**src/hw/rtl/ibd_pkg.sv**
```systemverilog
`timescale 1ns / 1ps
// ----------------------------------------------------------------------------
// ibd_pkg
// Shared types, constants and helpers of the idle backlight dimmer.
// ----------------------------------------------------------------------------
package ibd_pkg;

  // field widths
  localparam int LEVEL_BITS = 16;
  localparam int TIME_BITS  = 32;
  localparam int PCT_BITS   = 7;
  localparam int PCTS_BITS  = 2 * PCT_BITS;
  localparam int FLAG_BITS  = 3;
  localparam int CFG_DATA_W = 32;
  localparam int CFG_ADDR_W = 3;

  // stream payload widths, padded to whole bytes
  localparam int IN_USED_W  = TIME_BITS + 1 + LEVEL_BITS;
  localparam int IN_DATA_W  = ((IN_USED_W + 7) / 8) * 8;
  localparam int OUT_USED_W = LEVEL_BITS + 1 + 3;
  localparam int OUT_DATA_W = ((OUT_USED_W + 7) / 8) * 8;

  // mode flag bit positions
  localparam int FLAG_RELATIVE = 0;
  localparam int FLAG_BAT_EN   = 1;
  localparam int FLAG_AC_EN    = 2;

  // divide by 100 with rounding: floor((p*b + 50) * K / 2^30), exact for
  // every product of a 7-bit percent and a 16-bit level
  localparam int RECIP_W   = 31;
  localparam int DIV_SHIFT = 30;
  localparam logic [RECIP_W-1:0] DIV_K = RECIP_W'(10737419);
  localparam logic [RECIP_W-1:0] ROUND_ADD = RECIP_W'(50 * 10737419);
  localparam int PROD_W    = RECIP_W + LEVEL_BITS + 1;
  localparam int QUOT_W    = LEVEL_BITS + 1;

  // register indexes
  typedef enum logic [CFG_ADDR_W-1:0] {
    CFG_MODE_FLAGS  = 3'd0,
    CFG_BAT_DIM     = 3'd1,
    CFG_BAT_OFF     = 3'd2,
    CFG_AC_DIM      = 3'd3,
    CFG_AC_OFF      = 3'd4,
    CFG_BAT_PCTS    = 3'd5,
    CFG_AC_PCTS     = 3'd6,
    CFG_FULL_LEVEL  = 3'd7
  } cfg_idx_e;

  // register reset values
  localparam logic [FLAG_BITS-1:0]  RST_MODE_FLAGS = 3'd2;
  localparam logic [TIME_BITS-1:0]  RST_BAT_DIM    = 32'd3000000;
  localparam logic [TIME_BITS-1:0]  RST_BAT_OFF    = 32'd10000000;
  localparam logic [TIME_BITS-1:0]  RST_AC_DIM     = 32'd5000000;
  localparam logic [TIME_BITS-1:0]  RST_AC_OFF     = 32'd20000000;
  localparam logic [PCTS_BITS-1:0]  RST_BAT_PCTS   = 14'd12850;
  localparam logic [PCTS_BITS-1:0]  RST_AC_PCTS    = 14'd12880;
  localparam logic [LEVEL_BITS-1:0] RST_FULL_LEVEL = 16'd255;

  // display mode
  typedef enum logic [2:0] {
    MODE_BAT_NORMAL = 3'd0,
    MODE_BAT_DIM    = 3'd1,
    MODE_BAT_OFF    = 3'd2,
    MODE_AC_NORMAL  = 3'd3,
    MODE_AC_DIM     = 3'd4,
    MODE_AC_OFF     = 3'd5,
    MODE_NONE       = 3'd7
  } mode_e;

  // configuration register set
  typedef struct packed {
    logic [FLAG_BITS-1:0]  mode_flags;
    logic [TIME_BITS-1:0]  bat_dim;
    logic [TIME_BITS-1:0]  bat_off;
    logic [TIME_BITS-1:0]  ac_dim;
    logic [TIME_BITS-1:0]  ac_off;
    logic [PCTS_BITS-1:0]  bat_pcts;
    logic [PCTS_BITS-1:0]  ac_pcts;
    logic [LEVEL_BITS-1:0] full_level;
  } cfg_t;

  // request from the mode stage to the scaling stage
  typedef struct packed {
    logic                  vld;
    logic                  passthru;
    logic                  blank;
    mode_e                 mode;
    logic [RECIP_W-1:0]    recip;
    logic [LEVEL_BITS-1:0] base;
    logic [LEVEL_BITS-1:0] cap;
  } scale_req_t;

  // percent times the reciprocal of 100, a constant table in effect
  function automatic logic [RECIP_W-1:0] pct_recip(input logic [PCT_BITS-1:0] pct);
    logic [RECIP_W-1:0] p;
    p = {{(RECIP_W - PCT_BITS){1'b0}}, pct};
    pct_recip = RECIP_W'(p * DIV_K);
  endfunction

endpackage

```
**src/hw/rtl/ibd_mode.sv**
```systemverilog
`timescale 1ns / 1ps
// ----------------------------------------------------------------------------
// ibd_mode
// Mode tracker: classes an idle sample, keeps mode and saved level, and
// picks the percent and base of the level to write.
// ----------------------------------------------------------------------------
module ibd_mode (
  input  logic                           clk_i,
  input  logic                           rst_ni,
  input  logic                           step_i,
  input  logic                           vld_i,
  input  logic [ibd_pkg::TIME_BITS-1:0]  idle_ms_i,
  input  logic                           on_mains_i,
  input  logic [ibd_pkg::LEVEL_BITS-1:0] current_level_i,
  input  ibd_pkg::cfg_t                  cfg_i,
  output ibd_pkg::scale_req_t            req_o
);
  import ibd_pkg::*;

  mode_e                 mode_q, mode_d;
  logic [LEVEL_BITS-1:0] saved_q, saved_d;
  logic                  primed_q;

  logic                  bat_sel, ac_sel, relative;
  logic [TIME_BITS-1:0]  dim_t, off_t;
  logic [PCTS_BITS-1:0]  pcts;
  logic [LEVEL_BITS-1:0] saved_eff;
  logic                  is_norm, is_dim, is_off, hit;
  mode_e                 new_mode;

  // profile and class selection
  always_comb begin
    relative  = cfg_i.mode_flags[FLAG_RELATIVE];
    bat_sel   = !on_mains_i && cfg_i.mode_flags[FLAG_BAT_EN];
    ac_sel    = on_mains_i && cfg_i.mode_flags[FLAG_AC_EN];
    dim_t     = ac_sel ? cfg_i.ac_dim : cfg_i.bat_dim;
    off_t     = ac_sel ? cfg_i.ac_off : cfg_i.bat_off;
    pcts      = ac_sel ? cfg_i.ac_pcts : cfg_i.bat_pcts;
    // first sample loads the saved level
    saved_eff = primed_q ? saved_q : current_level_i;

    is_norm = idle_ms_i < dim_t;
    is_dim  = !is_norm && (idle_ms_i > dim_t) && (idle_ms_i < off_t);
    is_off  = !is_norm && !is_dim && (idle_ms_i > off_t);

    if (is_dim) begin
      new_mode = ac_sel ? MODE_AC_DIM : MODE_BAT_DIM;
    end else if (is_off) begin
      new_mode = ac_sel ? MODE_AC_OFF : MODE_BAT_OFF;
    end else begin
      new_mode = ac_sel ? MODE_AC_NORMAL : MODE_BAT_NORMAL;
    end

    hit = (bat_sel || ac_sel) && (is_norm || is_dim || is_off) && (new_mode != mode_q);
  end

  // scaling request and next state
  always_comb begin
    req_o.vld      = vld_i && hit;
    req_o.passthru = !is_dim && relative;
    req_o.blank    = is_off;
    req_o.mode     = new_mode;
    req_o.recip    = pct_recip(is_dim ? pcts[PCT_BITS-1:0] : pcts[PCTS_BITS-1:PCT_BITS]);
    req_o.cap      = cfg_i.full_level;
    if (is_dim) begin
      req_o.base = relative ? current_level_i : cfg_i.full_level;
    end else begin
      req_o.base = relative ? saved_eff : cfg_i.full_level;
    end

    mode_d  = hit ? new_mode : mode_q;
    saved_d = (hit && is_dim && relative) ? current_level_i : saved_eff;
  end

  // state registers
  always_ff @(posedge clk_i or negedge rst_ni) begin
    if (!rst_ni) begin
      mode_q   <= MODE_NONE;
      saved_q  <= '0;
      primed_q <= 1'b0;
    end else if (step_i && vld_i) begin
      mode_q   <= mode_d;
      saved_q  <= saved_d;
      primed_q <= 1'b1;
    end
  end

endmodule

```
**src/hw/rtl/ibd_scale.sv**
```systemverilog
`timescale 1ns / 1ps
// ----------------------------------------------------------------------------
// ibd_scale
// Level scaling: percent of a base level, rounded half up, clamped to the
// panel maximum, or the saved level passed on as it is.
// ----------------------------------------------------------------------------
module ibd_scale (
  input  ibd_pkg::scale_req_t            req_i,
  output logic [ibd_pkg::LEVEL_BITS-1:0] level_o
);
  import ibd_pkg::*;

  logic [PROD_W-1:0] prod;
  logic [QUOT_W-1:0] quot;

  // one multiply by the premultiplied reciprocal, then shift
  always_comb begin
    prod = PROD_W'(req_i.recip) * PROD_W'(req_i.base) + PROD_W'(ROUND_ADD);
    quot = prod[DIV_SHIFT +: QUOT_W];
    if (req_i.passthru) begin
      level_o = req_i.base;
    end else if (quot > {1'b0, req_i.cap}) begin
      level_o = req_i.cap;
    end else begin
      level_o = quot[LEVEL_BITS-1:0];
    end
  end

endmodule

```
**src/hw/rtl/idle_backlight_dimmer_top.sv**
```systemverilog
`timescale 1ns / 1ps
// ----------------------------------------------------------------------------
// idle_backlight_dimmer_top
// Idle backlight dimmer: tracks battery/mains normal, dim and blank modes
// from idle samples and emits a level and blank command on a mode change.
// ----------------------------------------------------------------------------
// A sample passes the input, request and output registers in turn before its result shows on m_axis.
// Throughput: one sample per cycle; the three stages (input register, mode
// stage, scaling multiplier into the output register) advance together and
// stall only while a result waits on m_axis_tready.
// Reset: mode, saved level and pipeline valids clear; registers take their
// reset values. No clearing pass is needed.
module idle_backlight_dimmer_top (
  input  logic                           clk_i,
  input  logic                           rst_ni,
  // configuration write port
  input  logic                           cfg_we_i,
  input  logic [ibd_pkg::CFG_ADDR_W-1:0] cfg_addr_i,
  input  logic [ibd_pkg::CFG_DATA_W-1:0] cfg_wdata_i,
  // sample stream
  input  logic                           s_axis_tvalid,
  output logic                           s_axis_tready,
  input  logic [ibd_pkg::IN_DATA_W-1:0]  s_axis_tdata,   // idle_ms, on_mains, current_level
  // result stream
  output logic                           m_axis_tvalid,
  input  logic                           m_axis_tready,
  output logic [ibd_pkg::OUT_DATA_W-1:0] m_axis_tdata    // level_out, blank_display, new_mode
);
  import ibd_pkg::*;

  cfg_t                  cfg_q;
  logic                  adv;
  logic                  in_vld_q;
  logic [TIME_BITS-1:0]  idle_q;
  logic                  mains_q;
  logic [LEVEL_BITS-1:0] cur_q;
  scale_req_t            req, req_q;
  logic                  req_vld_q;
  logic [LEVEL_BITS-1:0] level;
  logic                  out_vld_q;
  logic [LEVEL_BITS-1:0] out_level_q;
  logic                  out_blank_q;
  mode_e                 out_mode_q;

  // configuration registers
  always_ff @(posedge clk_i or negedge rst_ni) begin
    if (!rst_ni) begin
      cfg_q.mode_flags <= RST_MODE_FLAGS;
      cfg_q.bat_dim    <= RST_BAT_DIM;
      cfg_q.bat_off    <= RST_BAT_OFF;
      cfg_q.ac_dim     <= RST_AC_DIM;
      cfg_q.ac_off     <= RST_AC_OFF;
      cfg_q.bat_pcts   <= RST_BAT_PCTS;
      cfg_q.ac_pcts    <= RST_AC_PCTS;
      cfg_q.full_level <= RST_FULL_LEVEL;
    end else if (cfg_we_i) begin
      unique case (cfg_idx_e'(cfg_addr_i))
        CFG_MODE_FLAGS: cfg_q.mode_flags <= cfg_wdata_i[FLAG_BITS-1:0];
        CFG_BAT_DIM:    cfg_q.bat_dim    <= cfg_wdata_i[TIME_BITS-1:0];
        CFG_BAT_OFF:    cfg_q.bat_off    <= cfg_wdata_i[TIME_BITS-1:0];
        CFG_AC_DIM:     cfg_q.ac_dim     <= cfg_wdata_i[TIME_BITS-1:0];
        CFG_AC_OFF:     cfg_q.ac_off     <= cfg_wdata_i[TIME_BITS-1:0];
        CFG_BAT_PCTS:   cfg_q.bat_pcts   <= cfg_wdata_i[PCTS_BITS-1:0];
        CFG_AC_PCTS:    cfg_q.ac_pcts    <= cfg_wdata_i[PCTS_BITS-1:0];
        CFG_FULL_LEVEL: cfg_q.full_level <= cfg_wdata_i[LEVEL_BITS-1:0];
        default: ;
      endcase
    end
  end

  // pipeline advances unless a result is held at the output
  assign adv           = !out_vld_q || m_axis_tready;
  assign s_axis_tready = adv;

  // input register
  always_ff @(posedge clk_i or negedge rst_ni) begin
    if (!rst_ni) begin
      in_vld_q <= 1'b0;
    end else if (adv) begin
      in_vld_q <= s_axis_tvalid;
    end
  end

  always_ff @(posedge clk_i) begin
    if (adv && s_axis_tvalid) begin
      idle_q  <= s_axis_tdata[TIME_BITS-1:0];
      mains_q <= s_axis_tdata[TIME_BITS];
      cur_q   <= s_axis_tdata[TIME_BITS+1 +: LEVEL_BITS];
    end
  end

  // mode stage
  ibd_mode u_mode (
    .clk_i           (clk_i),
    .rst_ni          (rst_ni),
    .step_i          (adv),
    .vld_i           (in_vld_q),
    .idle_ms_i       (idle_q),
    .on_mains_i      (mains_q),
    .current_level_i (cur_q),
    .cfg_i           (cfg_q),
    .req_o           (req)
  );

  // request register between mode stage and multiplier
  always_ff @(posedge clk_i or negedge rst_ni) begin
    if (!rst_ni) begin
      req_vld_q <= 1'b0;
    end else if (adv) begin
      req_vld_q <= req.vld;
    end
  end

  always_ff @(posedge clk_i) begin
    if (adv && req.vld) begin
      req_q <= req;
    end
  end

  // scaling stage
  ibd_scale u_scale (
    .req_i   (req_q),
    .level_o (level)
  );

  // output register
  always_ff @(posedge clk_i or negedge rst_ni) begin
    if (!rst_ni) begin
      out_vld_q <= 1'b0;
    end else if (adv) begin
      out_vld_q <= req_vld_q;
    end
  end

  always_ff @(posedge clk_i) begin
    if (adv && req_vld_q) begin
      out_level_q <= level;
      out_blank_q <= req_q.blank;
      out_mode_q  <= req_q.mode;
    end
  end

  assign m_axis_tvalid = out_vld_q;
  assign m_axis_tdata  = {{(OUT_DATA_W - OUT_USED_W){1'b0}}, out_mode_q, out_blank_q,
                          out_level_q};

endmodule

```
**config.mk**
```make
export PLATFORM = sky130hd
export DESIGN_NAME = idle_backlight_dimmer_top
export DESIGN_NICKNAME = d
export VERILOG_FILES = /design/src/hw/rtl/ibd_pkg.sv /design/src/hw/rtl/ibd_mode.sv /design/src/hw/rtl/ibd_scale.sv /design/src/hw/rtl/idle_backlight_dimmer_top.sv
export SDC_FILE = /design/constraint.sdc
export NUM_CORES = 2
export LEC_CHECK = 0
export BUFFER_PORTS_ARGS = -buffer_cell sky130_fd_sc_hd__buf_2
export CORE_MARGIN = 3
export CORE_UTILIZATION = 60
export CTS_CLUSTER_DIAMETER = 120
export DETAILED_ROUTE_END_ITERATION = 8
export PLACE_DENSITY_LB_ADDON = 0.2
export SYNTH_ARGS = -nofsm -noshare
export SYNTH_HDL_FRONTEND = slang
export SYNTH_SLANG_ARGS = --single-unit
```
**constraint.sdc**
```tcl
create_clock -name clk_i -period 27.1 [get_ports clk_i]
set_input_delay 2.71 -clock clk_i [delete_from_list [all_inputs] [get_ports clk_i]]
set_output_delay 2.71 -clock clk_i [all_outputs]
set_load 0.01 [all_outputs]
```
==> Word level (Yosys, flattened, before mapping) <==
Index checks and enable logic that the tools add are counted.
{ "totals": {"mem_bits_rw": 0, "register_bits": 335, "latch_bits": 0, "input_bits": 96, "elab_cells": 92, "output_inout_bits": 26, "mem_bits_ro": 0, "n_memories": 0} }
{ "op_classes": {"mux": 16, "n_addsub": 1, "bitwise": 0, "eq_ne": 8, "div_mod_pow": 0, "n_mul": 2, "n_shift": 0, "n_reduce_logical": 34, "order_cmp": 5} }
{ "op_table": {"columns": ["operator", "count"], "rows": [
  ["2-to-1 mux 16 bit", 7],
  ["> comparator 32 bit", 2],
  ["less-than comparator 32 bit", 2],
  ["2-to-1 mux 32 bit", 2],
  ["adder 47 x 30 -> 47 bit, second input constant", 1],
  ["multiplier 31 x 16 -> 47 bit", 1],
  ["multiplier 7 x 24 -> 31 bit, second input constant", 1],
  ["AND reduction 2 bit", 9],
  ["> comparator 17 x 16 -> 1 bit", 1],
  ["logical AND 1 bit", 16],
  ["2-to-1 mux 14 bit", 1],
  ["== test 3 bit, second input constant", 4],
  ["2-to-1 mux 3 bit", 4],
  ["2-to-1 mux 7 bit", 1],
  ["== test 3 x 2 -> 1 bit, second input constant", 2],
  ["zero test 1 bit", 4],
  ["logical OR 1 bit", 4],
  ["== test 3 x 1 -> 1 bit, second input constant", 1],
  ["zero test 3 bit", 1],
  ["inequality test 3 bit", 1],
  ["2-to-1 mux 2 bit", 1]
]} }

==> Logic depth before layout (Yosys ltp) <==
{ "logic_depth": {"ltp_word": 16, "ltp_mapped": 37, "mapped_depth_nobuf": 35} }

==> Modules after synthesis <==
From an unflattened synthesis, not the netlist that was laid out.
{ "hier_totals": {"hier_cells": 3273, "area_unflattened_um2": 34237.8} }
{ "modules_own_cells": {"columns": ["module", "area_per_inst_um2", "seq_area_each_um2", "cells_each", "n_inst"], "rows": [
  ["ibd_scale", 16432.0, 0.0, 1938, 1],
  ["idle_backlight_dimmer_top", 10949.3, 8665.8, 534, 1],
  ["ibd_mode", 6856.6, 504.2, 801, 1]
]} }

==> Worst setup path before layout <==
Ideal clock, no wire load.
{ "synth_timing": {"path_type": "register to register", "from": "register mains_q", "to": "register req_q[62] (netlist bit) (data pin)", "required_time_ns": 26.838, "path_stages_with_launch": 36, "n_path_buf": 4, "arrival_ns": 8.504, "setup_time_ns": 0.262, "period_less_slack_ns": 8.766, "slack_ns": 18.334, "path_cell_list": "edfxtp_1 nand2_1 inv_2 clkbuf_1 clkbuf_1 mux2i_1 ha_1 a21o_1 a21o_1 a21o_1 a21oi_1 o21a_1 nor2_1 a211oi_2 or2_1 buf_6 clkbuf_1 mux4_2 fa_1 inv_1 fa_1 inv_1 fa_1 fa_1 ha_1 a21o_1 a21oi_1 nor2b_1 or2_2 or3_1 nor3_1 o31ai_1 o21a_1 a2111oi_0 o21bai_1 xor2_1"} }
{ "synth_lines": {"columns": ["item", "line", "rtl"], "rows": [
  ["from (decl)", "idle_backlight_dimmer_top.sv:35", "logic mains_q;"],
  ["from (signal assigned)", "idle_backlight_dimmer_top.sv:87", "mains_q <= s_axis_tdata[TIME_BITS];"],
  ["to (signal assigned)", "idle_backlight_dimmer_top.sv:116", "req_q <= req;"],
  ["to (decl)", "idle_backlight_dimmer_top.sv:37", "scale_req_t req, req_q;"]
]} }

==> flow_metrics.py <==
metrics = {
    "worst_setup_path": {
        "cp_data_arrival_time_ns": 10.66,
        "crit_path_max_incr_delay_ns": 0.86,
        "path_max_fanout": 53,
        "cp-start-kind": "register",
        "required_ns": 27.36,
        "worst_setup_path_end_kind": "register",
        "slowest_stage": "nor4_1",
        "critical_path.top_delay_family": "simple AND/OR/NAND/NOR gates",
        "cp_common_cell": "fa_1",
        "crit_type": "register to register",
        "cp.buffers_inverters": 4,
    },
    "timing": {
        "max_freq_ghz": 0.0962,
        "maxSlewHeadroom_pct": 21.2,
        "rsz0062_at_grt": "no",
        "setup_ws_ns": 16.70,
        "worst_hold_slack_ns": 0.436,
        "tns_ns": 0,
        "finalMaxSlewViolations": 0,
        "final_period_minus_worst_setup_slack_ns": 10.40,
        "fin_skew_ns": 0.0143,
        "worst_pin_slew_ns": 1.18,
        "period_share_pct": 38.4,
        "hold_viol_final": 0,
        "finalSetupViolations": 0,
    },
    "floorplan": {
        "die_width_um": 241,
        "row_count": 85,
        "core_area_um2": 54200,
        "die_y_um": 241,
        "ios": 122,
        "initial_core_util_pct": 61.1,
        "die_area_um2": 58100,
    },
    "drt": {
        "routedWlPerCell_um": 20.3,
        "vias_per_cell": 5.76,
        "first_pass_iters": 5,
        "remaining_drc_errors": 0,
        "drt_iter0_markers": 1071,
        "via_count": 22238,
        "wl_um": 78400,
        "ant_nets": 0,
    },
    "grt": {
        "grt_max_degree": 80,
        "grt_pass1_vias": 24485,
        "antenna_found_initial": 4,
        "grt_overflow": 0,
        "grt_use_total_pct": 28.4,
        "grt_pass1_wl_um": 129000,
    },
    "logic_synthesis": {
        "synth_warnings": 0,
        "ys_ff_latch": 335,
        "synth_edf_count": 137,
        "synth_area_um2": 33100,
        "ys_seq_area_share_pct": 27.6,
        "ys_types": 68,
        "yosys-top-cells-area": "fa_1, edfxtp_1, ha_1",
        "avgSynthCellArea_um2": 10.7,
        "yosysTopAreaCellShare_pct": 26.2,
        "synth.largest_area_cell": "fa_1",
        "syn_inst": 3083,
        "ys.flop_type": "dfrtp_1",
        "synth-async-reset-ratio_pct": 59.1,
    },
    "placed_design": {
        "place_hpwl_um": 57300,
        "place.gp.congestion": 0.883,
        "pre_cts_ws_ns": 16.74,
        "port_buffers": 110,
    },
    "clock_tree": {
        "clkLatencyLatePin_ns": 0.52,
        "cts_root_buf": "clkbuf_16",
        "post_cts_buffers": 0,
        "cts_max_level": 2,
        "clkTransAtPathRegs_ns": 0.07,
        "cts_buffers": 34,
        "cts_tree": "done",
        "numClockSinks": 335,
        "cts_resized": 0,
        "cts_max_path_buffers": 3,
        "hold_buffers": 0,
    },
    "final_layout": {
        "finish.net_count": 3971,
        "fill_cells": 4173,
        "drive_gt1_share_pct": 14.8,
        "area_growth_pct": 7.16,
    },
    "min_path": {
        "hold_path_class": "register to register",
    },
    "run_status": {
        "status": "finished clean",
    },
    "job": {
        "cap_viol_max_count": 0,
    },
}
-- state kept, by name, summed over array words and instances, names as in the netlist, 3 cells and up --
name and count:
cfg_q 175, req_q 68, idle_q 32, cur_q 16, out_level_q 16, u_mode.saved_q 16
out_mode_q 3, u_mode.mode_q 3
-- final cells by class --
class,instances,area (um^2),area share (%)
timing repair buffer,137,762,2.15
inverter,594,2230,6.28
tap,696,871,2.45
sequential,335,9140,25.7
clock buffer,48,1030,2.90
antenna,1,2.50,0.00705
multi-input combinational,2035,21300,60.0
clock inverter,13,174,0.490
-- per-stage QoR --
| step | utilization [%] | cells | instance area (um^2) |
|---|---|---|---|
| final | 65.5 | 3859 | 35500 |
| after global routing | 65.5 | 3859 | 35500 |
| after CTS | 65.5 | 3858 | 35500 |
| after detailed placement | 63.2 | 3797 | 34300 |
| after global placement | 63.2 | 3797 | 34300 |
| after floorplan | - | 3086 | 33100 |
-- worst register-to-register path, delay by kind of cell, from the launching register on --
| kind | cells | cell delay, ns |
|---|---|---|
| AOI/OAI and AO/OA | 6 | 1.25 |
| xor gates and xnor gates | 1 | 0.17 |
| adders and majority gates | 6 | 2.73 |
| buffers and inverters | 4 | 1.38 |
| DFF | 1 | 0.35 |
| muxes | 2 | 0.87 |
| and+or+nand+nor | 12 | 3.40 |
-- synthesized netlist by cell type, types with 7 or more instances --
| master | count |
|---|---|
| ha_1 | 304 |
| nand2b_1 | 13 |
| dfstp_2 | 57 |
| o21a_1 | 20 |
| nand4_1 | 15 |
| o21ai_0 | 36 |
| inv_1 | 593 |
| nor2_1 | 57 |
| nor2b_1 | 16 |
| and2_1 | 217 |
| a21oi_1 | 70 |
| nand3_1 | 18 |
| mux2_4 | 10 |
| a221o_1 | 16 |
| mux2i_1 | 80 |
| mux2_2 | 186 |
| and3_1 | 8 |
| or3_1 | 8 |
| o21bai_1 | 10 |
| dfrtp_1 | 141 |
| nand2_1 | 332 |
| clkbuf_1 | 110 |
| and4_1 | 8 |
| xnor2_1 | 25 |
| edfxtp_1 | 137 |
| mux4_2 | 7 |
| xor2_1 | 14 |
| nor3_1 | 22 |
| a21o_1 | 34 |
| fa_1 | 434 |
-- logic make-up (layout without fill, tap and decap cells) --
group,Yosys count,count (layout),share of synthesized area (%)
buffers and inverters,716,792,8.25
other,1,5,0.0113
adder cells (fa/ha/maj),738,738,37.7
XOR/XNOR,39,39,1.03
flip-flops,335,335,27.6
AO/OA/AOI/OAI,239,239,4.89
multiplexers,283,283,9.67
AND/OR/NAND/NOR,732,732,10.9
-- per-layer routing --
| layer | track usage [%] | part of all wire [%] | vias to the layer above |
|---|---|---|---|
| li1 | - | - | 9927 |
| met1 | 36.7 | 40 | 11332 |
| met2 | 48.0 | 49 | 741 |
| met3 | 4.35 | 6.3 | 232 |
| met4 | 12.0 | 4.6 | 6 |
| met5 | 0 | 0.043 | - |
-- cell usage in the layout (no fill, tap or decap), types with 34 or more instances in the layout --
master	instances
clkbuf_16	38
inv_1	593
a21oi_1	70
buf_2	109
and2_1	216
nor2_1	56
mux2i_1	80
fa_1	434
mux2_2	186
ha_1	304
o21ai_0	36
edfxtp_1	137
dfrtp_1	141
nand2_1	332
a21o_1	34
dfstp_2	57
-- worst paths after layout --
kind | endpoint | cells past startpoint | start | slack (ns)
worst min register to register | out_mode_q[0]$_DFFE_PP_ | 0 | req_q[63]$_DFFE_PP_ | 0.44
worst max register to register | req_q[62]$_DFFE_PP_ | 31 | mains_q$_DFFE_PP_ | 16.70
min in group asynchronous | cfg_q[101]$_DFFE_PN0P_ | 1 | rst_ni | 2.22
worst max-delay path | req_q[62]$_DFFE_PP_ | 31 | mains_q$_DFFE_PP_ | 16.70
worst min-delay path | out_mode_q[0]$_DFFE_PP_ | 0 | req_q[63]$_DFFE_PP_ | 0.44
max in group asynchronous | cfg_q[148]$_DFFE_PN0P_ | 3 | rst_ni | 22.92
Power is not shown: default switching activity piles up to over one toggle a cycle in this logic, so the estimate is an artifact.
